==> src/hdl/ctt_pkg.sv <==
// Shared types and constants for the config text tokenizer.
// No dependencies; every module file imports this package.
package ctt_pkg;

  // Default depth of the result queue between front and back (power of two, >= 4)
  localparam int CTT_QUEUE_DEPTH = 4;

  // Token kinds as seen on the result channel
  typedef enum logic [2:0] {
    KIND_END    = 3'd0,
    KIND_LBRACE = 3'd1,
    KIND_RBRACE = 3'd2,
    KIND_SEMI   = 3'd3,
    KIND_STRING = 3'd4,
    KIND_IDENT  = 3'd5
  } kind_t;

  // Characters with a meaning to the lexer
  localparam logic [7:0] CH_NUL       = 8'h00;
  localparam logic [7:0] CH_HASH      = 8'h23;
  localparam logic [7:0] CH_LBRACE    = 8'h7B;
  localparam logic [7:0] CH_RBRACE    = 8'h7D;
  localparam logic [7:0] CH_SEMI      = 8'h3B;
  localparam logic [7:0] CH_QUOTE     = 8'h22;
  localparam logic [7:0] CH_BACKSLASH = 8'h5C;
  localparam logic [7:0] CH_NEWLINE   = 8'h0A;
  localparam logic [7:0] CH_TAB       = 8'h09;
  localparam logic [7:0] CH_SPACE     = 8'h20;
  localparam logic [7:0] CH_CR        = 8'h0D;
  localparam logic [7:0] CH_LOWER_N   = 8'h6E;
  localparam logic [7:0] CH_LOWER_T   = 8'h74;

  // One result word
  typedef struct packed {
    kind_t      kind;
    logic [7:0] value;
    logic       has;
    logic       last;
  } token_t;

  // Front to queue: up to two result words per accepted byte
  typedef struct packed {
    logic [1:0] cnt;
    token_t     item0;
    token_t     item1;
  } push_t;

endpackage

==> src/hdl/ctt_text_if.sv <==
// Byte channel carrying config text into the tokenizer.
// Standalone valid/ready interface; no package needed.
interface ctt_text_if;
  logic       valid;
  logic       ready;
  logic [7:0] text_byte;

  modport source(output valid, output text_byte, input ready);
  modport sink(input valid, input text_byte, output ready);
endinterface

==> src/hdl/ctt_token_if.sv <==
// Result channel carrying token words out of the tokenizer.
// Standalone valid/ready interface; no package needed.
interface ctt_token_if;
  logic       valid;
  logic       ready;
  logic [2:0] token_kind;
  logic [7:0] value_byte;
  logic       has_byte;
  logic       token_last;

  modport source(output valid, output token_kind, output value_byte,
                 output has_byte, output token_last, input ready);
  modport sink(input valid, input token_kind, input value_byte,
               input has_byte, input token_last, output ready);
endinterface

==> src/hdl/config_text_tokenizer_core.sv <==
// Config text tokenizer. Takes one text byte per cycle on the text channel
// and emits tokens as runs of words on the token channel, each token closed
// by a word with token_last set. A byte is taken whenever the result queue
// has room for two words, so text streams in at one byte per clock; words
// leave at one per clock while the token channel is ready. A byte that closes
// an identifier or string and emits a word of its own pushes two words. Words
// pass the queue, then the output register. QUEUE_DEPTH sets the queue size
// (power of two, at least 4); a deeper queue absorbs longer output stalls.
// Depends on ctt_pkg, ctt_text_if, ctt_token_if, ctt_front, ctt_queue, ctt_back.
module config_text_tokenizer_core import ctt_pkg::*; #(
  parameter int QUEUE_DEPTH = CTT_QUEUE_DEPTH
) (
  input  logic         clk,
  input  logic         rst,
  ctt_text_if.sink     text,
  ctt_token_if.source  token
);

  push_t  push;
  logic   room;
  logic   head_valid;
  token_t head;
  logic   pop;

  // Classify bytes and track lexer mode
  ctt_front u_front (
    .clk  (clk),
    .rst  (rst),
    .text (text),
    .room (room),
    .push (push)
  );

  // Decouple front from back
  ctt_queue #(.DEPTH(QUEUE_DEPTH)) u_queue (
    .clk        (clk),
    .rst        (rst),
    .push       (push),
    .room       (room),
    .head_valid (head_valid),
    .head       (head),
    .pop        (pop)
  );

  // Drive the token channel
  ctt_back u_back (
    .clk        (clk),
    .rst        (rst),
    .head_valid (head_valid),
    .head       (head),
    .pop        (pop),
    .token      (token)
  );

endmodule

==> src/hdl/ctt_front.sv <==
// Front end: accepts text bytes, tracks the lexer mode, classifies each byte
// and pushes zero, one or two result words. Depends on ctt_pkg, ctt_text_if.
module ctt_front import ctt_pkg::*; (
  input  logic          clk,
  input  logic          rst,
  ctt_text_if.sink      text,
  input  logic          room,
  output push_t         push
);

  typedef enum logic [2:0] {
    MODE_NORMAL  = 3'd0,
    MODE_COMMENT = 3'd1,
    MODE_STRING  = 3'd2,
    MODE_ESCAPE  = 3'd3,
    MODE_IDENT   = 3'd4
  } mode_t;

  mode_t      mode;
  mode_t      mode_next;
  mode_t      bt_mode;
  logic [7:0] b;
  logic       accept;
  logic       is_blank;
  logic       is_ident;
  logic       bt_emit;
  token_t     bt_item;
  token_t     r0;
  token_t     r1;
  logic [1:0] cnt;

  assign b          = text.text_byte;
  assign text.ready = room;
  assign accept     = text.valid && room;

  // Byte classes
  assign is_blank = (b == CH_SPACE) || ((b >= CH_TAB) && (b <= CH_CR));
  assign is_ident = (b != CH_NUL) && !is_blank && (b != CH_LBRACE) &&
                    (b != CH_RBRACE) && (b != CH_SEMI) && (b != CH_QUOTE) &&
                    (b != CH_HASH);

  // Handling of a byte that arrives between tokens
  always_comb begin
    bt_mode = MODE_NORMAL;
    bt_emit = 1'b1;
    bt_item = '{kind: KIND_END, value: 8'h00, has: 1'b0, last: 1'b1};
    if (b == CH_NUL) begin
      bt_item.kind = KIND_END;
    end else if (is_blank) begin
      bt_emit = 1'b0;
    end else if (b == CH_HASH) begin
      bt_emit = 1'b0;
      bt_mode = MODE_COMMENT;
    end else if (b == CH_LBRACE) begin
      bt_item.kind = KIND_LBRACE;
    end else if (b == CH_RBRACE) begin
      bt_item.kind = KIND_RBRACE;
    end else if (b == CH_SEMI) begin
      bt_item.kind = KIND_SEMI;
    end else if (b == CH_QUOTE) begin
      bt_emit = 1'b0;
      bt_mode = MODE_STRING;
    end else begin
      bt_mode = MODE_IDENT;
      bt_item = '{kind: KIND_IDENT, value: b, has: 1'b1, last: 1'b0};
    end
  end

  // Per-mode result words and next mode
  always_comb begin
    mode_next = mode;
    cnt       = 2'd0;
    r0        = bt_item;
    r1        = '{kind: KIND_END, value: 8'h00, has: 1'b0, last: 1'b1};
    case (mode)
      MODE_IDENT: begin
        if (is_ident) begin
          cnt = 2'd1;
          r0  = '{kind: KIND_IDENT, value: b, has: 1'b1, last: 1'b0};
        end else begin
          // close the identifier, then treat the byte as between tokens
          r0        = '{kind: KIND_IDENT, value: 8'h00, has: 1'b0, last: 1'b1};
          r1        = bt_item;
          cnt       = bt_emit ? 2'd2 : 2'd1;
          mode_next = bt_mode;
        end
      end
      MODE_STRING: begin
        if (b == CH_NUL) begin
          r0        = '{kind: KIND_STRING, value: 8'h00, has: 1'b0, last: 1'b1};
          cnt       = 2'd2;
          mode_next = MODE_NORMAL;
        end else if (b == CH_QUOTE) begin
          r0        = '{kind: KIND_STRING, value: 8'h00, has: 1'b0, last: 1'b1};
          cnt       = 2'd1;
          mode_next = MODE_NORMAL;
        end else if (b == CH_BACKSLASH) begin
          mode_next = MODE_ESCAPE;
        end else begin
          r0  = '{kind: KIND_STRING, value: b, has: 1'b1, last: 1'b0};
          cnt = 2'd1;
        end
      end
      MODE_ESCAPE: begin
        if (b == CH_NUL) begin
          // drop the dangling backslash, close the string, then end
          r0        = '{kind: KIND_STRING, value: 8'h00, has: 1'b0, last: 1'b1};
          cnt       = 2'd2;
          mode_next = MODE_NORMAL;
        end else begin
          r0        = '{kind: KIND_STRING, value: b, has: 1'b1, last: 1'b0};
          cnt       = 2'd1;
          mode_next = MODE_STRING;
          if (b == CH_LOWER_N) begin
            r0.value = CH_NEWLINE;
          end else if (b == CH_LOWER_T) begin
            r0.value = CH_TAB;
          end
        end
      end
      MODE_COMMENT: begin
        if (b == CH_NUL) begin
          cnt       = 2'd1;
          mode_next = MODE_NORMAL;
        end else if (b == CH_NEWLINE) begin
          mode_next = MODE_NORMAL;
        end
      end
      default: begin
        cnt       = bt_emit ? 2'd1 : 2'd0;
        mode_next = bt_mode;
      end
    endcase
  end

  // Push only on an accepted byte
  assign push.cnt   = accept ? cnt : 2'd0;
  assign push.item0 = r0;
  assign push.item1 = r1;

  // Hold the lexer mode
  always_ff @(posedge clk) begin
    if (rst) begin
      mode <= MODE_NORMAL;
    end else if (accept) begin
      mode <= mode_next;
    end
  end

endmodule

==> src/hdl/ctt_queue.sv <==
// Result queue between front and back: takes up to two words per cycle,
// gives one per pop. Depends on ctt_pkg.
module ctt_queue import ctt_pkg::*; #(
  parameter int DEPTH = CTT_QUEUE_DEPTH
) (
  input  logic   clk,
  input  logic   rst,
  input  push_t  push,
  output logic   room,
  output logic   head_valid,
  output token_t head,
  input  logic   pop
);

  localparam int AW = $clog2(DEPTH);
  localparam int CW = $clog2(DEPTH + 1);

  token_t          mem [DEPTH];
  logic [AW-1:0]   wr_ptr;
  logic [AW-1:0]   rd_ptr;
  logic [CW-1:0]   count;
  logic [AW-1:0]   wr_ptr1;
  logic            do_pop;

  assign wr_ptr1    = wr_ptr + AW'(1);
  assign head_valid = (count != '0);
  assign head       = mem[rd_ptr];
  assign do_pop     = pop && head_valid;
  // Leave space for the two words one byte may cause
  assign room       = (count <= CW'(DEPTH - 2));

  // Store pushed words
  always_ff @(posedge clk) begin
    if (push.cnt != 2'd0) begin
      mem[wr_ptr] <= push.item0;
    end
    if (push.cnt == 2'd2) begin
      mem[wr_ptr1] <= push.item1;
    end
  end

  // Advance pointers and count
  always_ff @(posedge clk) begin
    if (rst) begin
      wr_ptr <= '0;
      rd_ptr <= '0;
      count  <= '0;
    end else begin
      wr_ptr <= wr_ptr + AW'(push.cnt);
      if (do_pop) begin
        rd_ptr <= rd_ptr + AW'(1);
      end
      count <= count + CW'(push.cnt) - CW'(do_pop);
    end
  end

endmodule

==> src/hdl/ctt_back.sv <==
// Back end: output register that drains the queue one word per cycle onto
// the token channel while it is ready. Depends on ctt_pkg, ctt_token_if.
module ctt_back import ctt_pkg::*; (
  input  logic         clk,
  input  logic         rst,
  input  logic         head_valid,
  input  token_t       head,
  output logic         pop,
  ctt_token_if.source  token
);

  logic   out_valid;
  token_t out_word;

  assign pop = head_valid && (!out_valid || token.ready);

  // Hold control state of the output register
  always_ff @(posedge clk) begin
    if (rst) begin
      out_valid <= 1'b0;
    end else if (!out_valid || token.ready) begin
      out_valid <= head_valid;
    end
  end

  // Load payload when the register frees up
  always_ff @(posedge clk) begin
    if (pop) begin
      out_word <= head;
    end
  end

  assign token.valid      = out_valid;
  assign token.token_kind = out_word.kind;
  assign token.value_byte = out_word.value;
  assign token.has_byte   = out_word.has;
  assign token.token_last = out_word.last;

endmodule
==> src/flat_wrapper.sv <==
// flat-port wrapper written by rule: the top's interface ports become plain ports
module config_text_tokenizer_core_flat import ctt_pkg::*;
#(
  parameter int QUEUE_DEPTH = CTT_QUEUE_DEPTH
)
  (clk, rst, text_valid, text_text_byte, text_ready, token_valid, token_token_kind, token_value_byte, token_has_byte, token_token_last, token_ready);
  ctt_text_if text_i ();
  ctt_token_if token_i ();
  input  logic clk;
  input  logic rst;
  input wire logic [$bits(text_i.valid)-1:0] text_valid;
  input wire logic [$bits(text_i.text_byte)-1:0] text_text_byte;
  output wire logic [$bits(text_i.ready)-1:0] text_ready;
  output wire logic [$bits(token_i.valid)-1:0] token_valid;
  output wire logic [$bits(token_i.token_kind)-1:0] token_token_kind;
  output wire logic [$bits(token_i.value_byte)-1:0] token_value_byte;
  output wire logic [$bits(token_i.has_byte)-1:0] token_has_byte;
  output wire logic [$bits(token_i.token_last)-1:0] token_token_last;
  input wire logic [$bits(token_i.ready)-1:0] token_ready;
  assign text_i.valid = text_valid;
  assign text_i.text_byte = text_text_byte;
  assign text_ready = text_i.ready;
  assign token_valid = token_i.valid;
  assign token_token_kind = token_i.token_kind;
  assign token_value_byte = token_i.value_byte;
  assign token_has_byte = token_i.has_byte;
  assign token_token_last = token_i.token_last;
  assign token_i.ready = token_ready;
  config_text_tokenizer_core #(.QUEUE_DEPTH(QUEUE_DEPTH)) u_core (.clk(clk), .rst(rst), .text(text_i), .token(token_i));
endmodule
==> config.mk <==
export PLATFORM = sky130hd
export DESIGN_NAME = config_text_tokenizer_core_flat
export DESIGN_NICKNAME = d
export VERILOG_FILES = /design/src/hdl/ctt_pkg.sv /design/src/hdl/ctt_text_if.sv /design/src/hdl/ctt_token_if.sv /design/src/hdl/config_text_tokenizer_core.sv /design/src/hdl/ctt_front.sv /design/src/hdl/ctt_queue.sv /design/src/hdl/ctt_back.sv /design/src/flat_wrapper.sv
export SDC_FILE = /design/constraint.sdc
export NUM_CORES = 1
export LEC_CHECK = 0
export ABC_AREA = 1
export BUFFER_PORTS_ARGS = -buffer_cell sky130_fd_sc_hd__buf_2
export CORE_UTILIZATION = 52
export CTS_BUF_LIST = sky130_fd_sc_hd__clkbuf_4
export CTS_CLUSTER_DIAMETER = 150
export DETAILED_ROUTE_END_ITERATION = 7
export MAX_ROUTING_LAYER = met4
export PLACE_DENSITY_LB_ADDON = 0.08
export SLEW_MARGIN = 10
export SYNTH_ARGS = -nofsm -noshare
export SYNTH_HDL_FRONTEND = slang
export SYNTH_SLANG_ARGS = --single-unit
==> constraint.sdc <==
create_clock -name clk -period 8.01 [get_ports clk]
set_input_delay 0 -clock clk [delete_from_list [all_inputs] [get_ports clk]]
set_output_delay 0 -clock clk [all_outputs]
set_load 0.02 [all_outputs]
# [Word level (Yosys, flattened, before mapping)]
# Memories as Yosys holds them, arrays and structs flattened. A register that Yosys moved wholly into a read port is not among the register bits.
# Index checks and enable logic that the tools add are counted.
[word_totals] regBits=11 latchBits=0 ramBits=52 rom_bits=0 inputBits=12 out_inout_bits=15 word_cells=113 mem_count=1
[classes] addsub=5 n_mul=0 n_div=0 magnitude_cmp=3 n_eq_ne=23 shifts=0 muxes=57 n_bitwise=0 n_reduce_logical=19
[memory_table] memory="u_core.u_queue.mem" words=4 width=13 rd=1 rd_ports_with_merged_regs=1 wr=2 line_no="ctt_queue.sv:18" text="token_t mem [DEPTH];"
[op_table] op="$mux 13" count=8
[op_table] op="$mux 10" count=6
[op_table] op="$mux 3" count=17
[op_table] op="$eq 8x7->1 const B" count=5
[op_table] op="$pmux 13 s3" count=1
[op_table] op="$eq 8x6->1 const B" count=4
[op_table] op="$ne 8x6->1 const B" count=3
[op_table] op="$mux 8" count=2
[op_table] op="$ne 8x7->1 const B" count=2
[op_table] op="$mux 1" count=15
[op_table] op="$mux 2" count=6
[op_table] op="$pmux 3 s4" count=1
[op_table] op="$logic_and 1x1->1" count=10
[op_table] op="$eq 8x4->1 const B" count=1
[op_table] op="$ge 8x4->1 const B" count=1
[op_table] op="$le 8x4->1 const B" count=1
[op_table] op="$logic_not 8->1" count=1
[op_table] op="$pmux 2 s4" count=1
[op_table] op="$reduce_bool 8->1" count=1
[op_table] op="$eq 3x2->1 const B" count=2
[op_table] op="$add 2x1->2 const B" count=2
[op_table] op="$ne 4x4->1 const B" count=1
[op_table] op="$reduce_and 4->1" count=1
[op_table] op="$add 3x2->3" count=1
[op_table] op="other kinds (12)" count=14

# [Logic depth before layout (Yosys ltp)]
# Gate-level depths: netlist of run 1.
[logic_depth] ltp_word=16 mapped_depth=19 ltp_nobuf=18

# [Modules after synthesis]
# A second synthesis of run 1 with hierarchy kept.
[hier_totals] cells_unflattened=536 area_unflattened_um2=4624.4
[modules_own_cells] mod="ctt_queue" n_inst=1 cells_per_inst=319 area_per_inst_um2=3158.0 seq_area_each_um2=1741.7
[modules_own_cells] mod="ctt_front" n_inst=1 cells_per_inst=198 area_per_inst_um2=1028.5 seq_area_each_um2=60.1
[modules_own_cells] mod="ctt_back" n_inst=1 cells_per_inst=19 area_per_inst_um2=437.9 seq_area_each_um2=410.4

# [Worst setup path after synthesis of run 1]
# Ideal clock, no wire load.
[synth_path] path_kind="register to register" start="register u_core.u_back.out_valid (netlist: u_core.u_back.token.valid)" end="register u_core.u_queue.count[2]" setup_ns=0.109 t_arrival_ns=2.483 required_time_ns=7.901 path_slack_ns=5.417 path_stages_with_launch=12 n_path_buf=0 synth_period_minus_slack_ns=2.593 cell_sequence="dfxtp_1 inv_1 nor2_1 a21oi_1 ha_1 inv_1 ha_1 inv_1 fa_1 xor2_1 inv_1 nor2_1"
[synth_via] elab_chain_len=5
[synth_rtl] element="from (decl)" line_no="ctt_back.sv:12" text="logic out_valid;"
[synth_rtl] element="from (signal assigned)" line_no="ctt_back.sv:22" text="out_valid <= head_valid;"
[synth_rtl] element="$logic_not 1->1" line_no="ctt_back.sv:15" text="assign pop = head_valid && (!out_valid || token.ready);"
[synth_rtl] element="$logic_or 1x1->1" line_no="ctt_back.sv:15"
[synth_rtl] element="$logic_and 1x1->1" line_no="ctt_back.sv:15"
[synth_rtl] element="net u_core.pop" line_no="config_text_tokenizer_core.sv:23" text="logic pop;"
[synth_rtl] element="$logic_and 1x1->1" line_no="ctt_queue.sv:28" text="assign do_pop = pop && head_valid;"
[synth_rtl] element="$sub 3x1->3" line_no="ctt_queue.sv:53" text="count <= count + CW'(push.cnt) - CW'(do_pop);"
[synth_rtl] element="to (signal assigned)" line_no="ctt_queue.sv:53"
[synth_rtl] element="to (decl)" line_no="ctt_queue.sv:21" text="logic [CW-1:0] count;"
# The timed path passes the listed nets, and every way through them passes these cells.
# A chain may end at the register's enable or synchronous reset.

# [Worst setup path after layout of run 1]
[layout_path] start="register u_core.u_front.mode[0]" end="register u_core.u_queue.count[2]"
[layout_via] elab_chain_len=5 elab_cells_between_ends=8 classes_between="add/sub: 2; eq/ne: 4; mux: 2"
[layout_rtl] element="from (decl)" line_no="ctt_front.sv:19" text="mode_t mode;"
[layout_rtl] element="from (signal assigned)" line_no="ctt_front.sv:146" text="mode <= mode_next;"
[layout_rtl] element="$eq 3x1->1, or another cell as far along" line_no="ctt_front.sv:75" text="case (mode)"
[layout_rtl] element="$pmux 2 s4 *" line_no="ctt_front.sv:75"
[layout_rtl] element="$mux 2 *" line_no="ctt_front.sv:137" text="assign push.cnt = accept ? cnt : 2'd0;"
[layout_rtl] element="$add 3x2->3 *" line_no="ctt_queue.sv:53"
[layout_rtl] element="$sub 3x1->3 *" line_no="ctt_queue.sv:53"
# Every way passes the cells marked *; elsewhere a longest branch is shown, timed or not.

==> out/results.ini, run 1 <==
[layout]
final_util = 0.598
mostFrequentLayoutCells = nor2_1, nand2_1, edfxtp_1
syn_to_final_growth_pct = 10.8
final_area_um2 = 4360
antennaDiodeCount = 0
layout-drive-gt1-share = 0.185
layout.nets = 466
layout_commonest_cell = nor2_1

[timing]
rsz0062_at_grt = false
tns_ns = 0
relSlewSlack = 0.372
worst_slew_pin_slew_ns = 0.941
report.final.slew_viol_count = 0
period_minus_slack_ns = 2.69
skew_ns = 0.0148
setup_violations = 0
fin_crit_sh = 0.336
fmax_mhz = 371
fin_ws_ns = 5.32
finalHoldViolCount = 0

[setup_path]
startpoint_type = register
crit_path_end = u_core.u_queue.count[2]
slowest_stage = nor3_1
cp_max_fo = 5
cp-end-kind = register
path_cells = inv_1 > nor3_1 > nand2_2 > nand3_1 > nor2_1 > nand3_1 > nand2_1 > ha_1 > inv_1 > ha_1 > inv_1 > fa_1 > xor2_1 > inv_1 > nor2_1
slowest_delay_ns = 0.52
reg2reg_to = u_core.u_queue.count[2]
r2r_slack_ns = 5.32
reg2reg_depth = 15
crit_cells = 15
worstPathRequired_ns = 8.35
critPathTopFamily = simple AND/OR/NAND/NOR gates
worstPathArrival_ns = 3.04
critPathBufInv = 4
critPathKind = reg -> reg
startpoint = u_core.u_front.mode[0]
rr_startpoint = u_core.u_front.mode[0]
cp_common_cell = inv_1

[clock_tree]
cts_tree = yes
clock_path_buffers = 2
insertion_delay_ns = 0.43
cts-root-buf = clkbuf_4
cts_num_sinks = 76
h-tree-depth = 3
post_cts_buffers = 0
cts_buffers = 9
clk_pin_slew_ns = 0.13

[global_route]
grt_pass1_vias = 2875
grt_antenna_before_repair = 0
grt_usage = 0.248
grt_pass1_wl_um = 13900
grt_start_max_net_pins = 30
overflow = 0

[routing]
ant_nets = 0
wl_per_cell_um = 15.0
wl_um = 8270
vias_per_cell = 5.37
drt_iter0_drc = 159
vias = 2970
drt_pass1_iterations = 4
drc = 0

[synth]
synth.yosys.seq_area_share = 0.551
yosysWarnings = 0
syn_area_um2 = 3940
synth_area_per_cell_um2 = 9.36
synth.area.top_cells = edfxtp_1, nor2_1, nand2_1
synth_top_area_cell = edfxtp_1
ys_types = 31
synthCells = 421
yosysTopAreaCellShare = 0.495
synthesis.nets = 438
ys_ff_latch = 76

[placed_design]
place_ws_ns = 5.36
dp_hpwl_um = 5720
gp_congestion = 0.896
io_buffers = 26
placed_cell_area_um2 = 4130

[die]
ios = 27
die_h_um = 89.0
dieArea_um2 = 7930
rows = 31
die_x_um = 89.0
start_util = 0.540
core_area_um2 = 7290

[job]
max-cap-violations = 0

[pwr]
vdd_drop_max_v = 0.000192
power.leakage_nw = 1.81
p_per_area_nw_per_um2 = 377
finalPower_mw = 1.65

[min_path]
hold_path_class = in -> reg

[run_status]
outcome = finished clean

-- state kept, by name, indices dropped and copies added, names as in the netlist --
name and count:
u_core.u_queue.count 3, u_core.u_back.token.has_byte 1, u_core.u_back.token.value_byte 8, u_core.u_back.token.token_kind 3, u_core.u_queue.mem 52, u_core.u_front.mode 3, u_core.u_back.token.token_last 1, u_core.u_back.token.valid 1
u_core.u_queue.wr_ptr 2, u_core.u_queue.rd_ptr 2
-- worst register-to-register path: cells and delay by family (launching register included) --
kind / cells / cell delay, ns
xor gates and xnor gates: 1 / 0.17
DFF: 1 / 0.37
adders and majority gates: 3 / 0.80
and+or+nand+nor: 7 / 1.04
buffers and inverters: 4 / 0.25
-- logic make-up after synthesis --
logic type	count (synthesis)	share of synthesized area
simple gates	195	0.245
compound gates	83	0.118
flops	76	0.551
buf+inv	59	0.0616
fa+ha+maj	5	0.0178
xor+xnor	3	0.00667
-- power by group --
| part | switching (mW) | internal (mW) |
|---|---|---|
| Combinational | 0.455 | 0.207 |
| Clock | 0.144 | 0.161 |
| Sequential | 0.0598 | 0.621 |
-- worst min-delay path by stage --
stage | startpoint | cells past startpoint | slack (ns) | end
after floorplan | rst | 1 | 0.07 | u_core.u_queue.count[1]
after global placement | rst | 2 | 0.25 | u_core.u_queue.count[1]
after detailed placement | rst | 2 | 0.26 | u_core.u_queue.count[0]
after CTS | text_text_byte[6] | 3 | 0.003 | u_core.u_queue.mem[1][8]
after global routing | text_text_byte[1] | 3 | 0.04 | u_core.u_queue.mem[1][3]
final | text_text_byte[6] | 3 | 0.02 | u_core.u_queue.mem[1][8]
-- through the flow --
stage,cells,hold WS (ns)
after floorplan,421,0.0667
after global placement,533,0.245
after detailed placement,533,0.256
after CTS,553,0.00292
after global routing,553,0.0377
final,553,0.0201
-- timing repair --
| item | 4_1_cts | 5_1_grt |
|---|---|---|
| resized for setup | 0 | 0 |
| setup endpoints to repair | 0 | 0 |
| hold endpoints to repair | 13 | 0 |
| hold buffers | 4 | 0 |
-- routing by layer --
layer  GRT usage  part of all wire  vias to the layer above
met1       0.302              0.46                     1379
met4      0.0924             0.021                        0
met3      0.0508             0.031                       18
li1            -                 -                     1508
met5           -                 0                        -
met2       0.408              0.49                       65
-- cells in the mapped netlist --
cell type / count
xor2_1: 2
nand3_1: 18
o21ai_0: 35
nand2_4: 6
inv_4: 1
inv_1: 35
nand3_4: 1
dfxtp_1: 11
inv_2: 9
nand3_2: 7
buf_6: 2
nor2_4: 3
nand2_2: 5
o22ai_1: 13
xnor2_1: 1
nor3_1: 4
buf_4: 1
o21ai_1: 13
a21oi_1: 11
nor2_1: 69
fa_1: 1
nand2_1: 66
nor2_2: 6
o31ai_1: 5
nor2_8: 2
o2111ai_1: 4
ha_1: 4
clkbuf_1: 11
edfxtp_1: 65
nand4_1: 8
o211ai_1: 2
-- final cells by class --
| cell class | instances | area, um2 |
|---|---|---|
| multi-input cells | 286 | 1530 |
| inverters | 45 | 171 |
| flip-flops and latches | 76 | 2170 |
| repair buffers | 31 | 178 |
| well taps | 99 | 124 |
| fillers | 673 | 2930 |
| clock inverters | 7 | 123 |
| clock buffers | 9 | 67.6 |
No activity file was read; power rests on OpenSTA's default activity.
==> run 2: changes to the inputs <==
clock period = 2.75 ns   (was 8.01 ns; I/O delays follow)
==> out/results.ini, run 2 (same netlist as run 1, synthesis figures left out) <==
[layout]
regArea_um2 = 2170
regMostFlops = u_core.u_queue.mem
largest_reg_flops = 52
layout_commonest_cell = nor2_1
final_util = 0.597
fin_cells = 558
syn_to_final_growth_pct = 10.4
layout-drive-gt1-share = 0.196
mostFrequentLayoutCells = nor2_1, nand2_1, edfxtp_1
fill_cells = 693
layout.nets = 471
antennaDiodeCount = 0
multiInputGateArea_um2 = 1530

[global_route]
grt_usage = 0.236
overflow = 0
grt_pass1_wl_um = 13300
grt_pass1_vias = 2761
grt_antenna_before_repair = 0
grt_start_max_net_pins = 30

[pwr]
p_sw_frac = 0.414
power.leakage_nw = 1.82
comb_power_share = 0.435
seq_power_share = 0.416
clockPowerShare = 0.149
p_per_area_nw_per_um2 = 1070
internal-power_mw = 2.72
p_sw_mw = 1.92
vdd_drop_max_v = 0.000641

[timing]
worst_slew_pin_slew_ns = 0.774
rsz0062_at_grt = false
report.final.slew_viol_count = 0
skew_ns = 0.0195
fin_crit_sh = 0.920
period_minus_slack_ns = 2.53
tns_ns = 0
setup_violations = 0
finalHoldViolCount = 0
fmax_mhz = 395
relSlewSlack = 0.483

[clock_tree]
h-tree-depth = 3
clk_pin_slew_ns = 0.13
cts_resized = 0
cts_tree = yes
insertion_delay_ns = 0.42
post_cts_buffers = 0
clock_path_buffers = 2
cts_num_sinks = 76
hold_buffers = 3
cts_buffers = 9
cts-root-buf = clkbuf_4

[placed_design]
gp_congestion = 0.884
io_buffers = 26
dp.cells = 539
dp_hpwl_um = 5840

[routing]
drc = 0
wl_per_cell_um = 14.8
vias = 2936
ant_nets = 0
drt_pass1_iterations = 5
drt_iter0_drc = 141
vias_per_cell = 5.26
wl_um = 8270

[setup_path]
rr_startpoint = u_core.u_front.mode[0]
cp-end-kind = register
worstPathArrival_ns = 2.85
path_cells = dlygate4sd3_1 > buf_2 > inv_1 > nand2_1 > nor2_1 > nand2_1 > nand3_2 > nor2_8 > nand3_4 > nand3_1 > nand2_1 > ha_1 > inv_1 > ha_1 > inv_1 > fa_1 > xor2_1 > inv_1 > nor2_1
startpoint_type = input pin
worstPathRequired_ns = 3.07
cp_common_cell = inv_1
slowest_stage = dlygate4sd3_1
reg2reg_depth = 15
critPathKind = in -> reg
slowest_delay_ns = 0.53
r2r_slack_ns = 0.29
cp_max_fo = 10
reg2reg_to = u_core.u_queue.count[2]

[job]
max-cap-violations = 0

[die]
core_area_um2 = 7290
die_x_um = 89.0
rows = 31
start_util = 0.540
dieArea_um2 = 7930
die_h_um = 89.0
ios = 27

[min_path]
hold_path_class = in -> reg
hp-start = text_text_byte[4]
holdPathStages = 3
min_to = u_core.u_queue.mem[3][6]

[run_status]
outcome = finished clean

-- run 2: final cells by class --
cell class	count	share of cell area
clock buffer	9	0.0155
clock inverter	7	0.0173
inverter	45	0.0394
multi-input combinational	286	0.351
sequential	76	0.499
tap	99	0.0285
timing repair buffer	36	0.0489
-- run 2: metrics by stage --
stage	hold slack (ns)	power (mW)	cell area [um2]	worst slack, ns
global route	0.0446	5.02	4350	0.0736
finish	0.0129	4.65	4350	0.220
floorplan	0.0667	3.43	3940	0.157
CTS	0.00807	4.68	4350	0.263
detailed placement	0.247	4.00	4180	0.297
global placement	0.242	3.93	4180	0.335
-- run 2: power by group through the flow --
| stage | Clock (mW) | Combinational, mW | Sequential (mW) |
|---|---|---|---|
| 6_report | 0.692 | 2.02 | 1.93 |
| 3_3_place_gp | 0 | 1.98 | 1.95 |
| 4_1_cts | 0.703 | 2.04 | 1.94 |
| 5_1_grt | 0.746 | 2.30 | 1.98 |
| 2_1_floorplan | 0 | 1.36 | 2.08 |
| 3_5_place_dp | 0 | 2.03 | 1.96 |
-- run 2: worst max-delay path, delay by kind of cell --
family | cells | cell delay [ns]
xor+xnor | 1 | 0.17
fa+ha+maj | 3 | 0.80
buf+inv | 6 | 0.90
simple gates | 9 | 0.98
-- run 2: worst max path at each step --
stage	from	cells past startpoint	slack [ns]	to
after global placement	u_core.u_front.mode[0]	15	0.33	u_core.u_queue.count[2]
after floorplan	u_core.u_back.token.valid	11	0.16	u_core.u_queue.count[2]
final	text_text_byte[7]	19	0.22	u_core.u_queue.count[2]
after detailed placement	u_core.u_front.mode[0]	15	0.30	u_core.u_queue.count[2]
after CTS	text_text_byte[7]	19	0.26	u_core.u_queue.count[2]
after global routing	text_text_byte[7]	19	0.07	u_core.u_queue.count[2]
-- run 2: layer usage --
layer	GRT usage	wire, um
met1	0.290	3670
met2	0.401	4160
met3	0.0416	359
met4	0.0722	80
met5	-	0
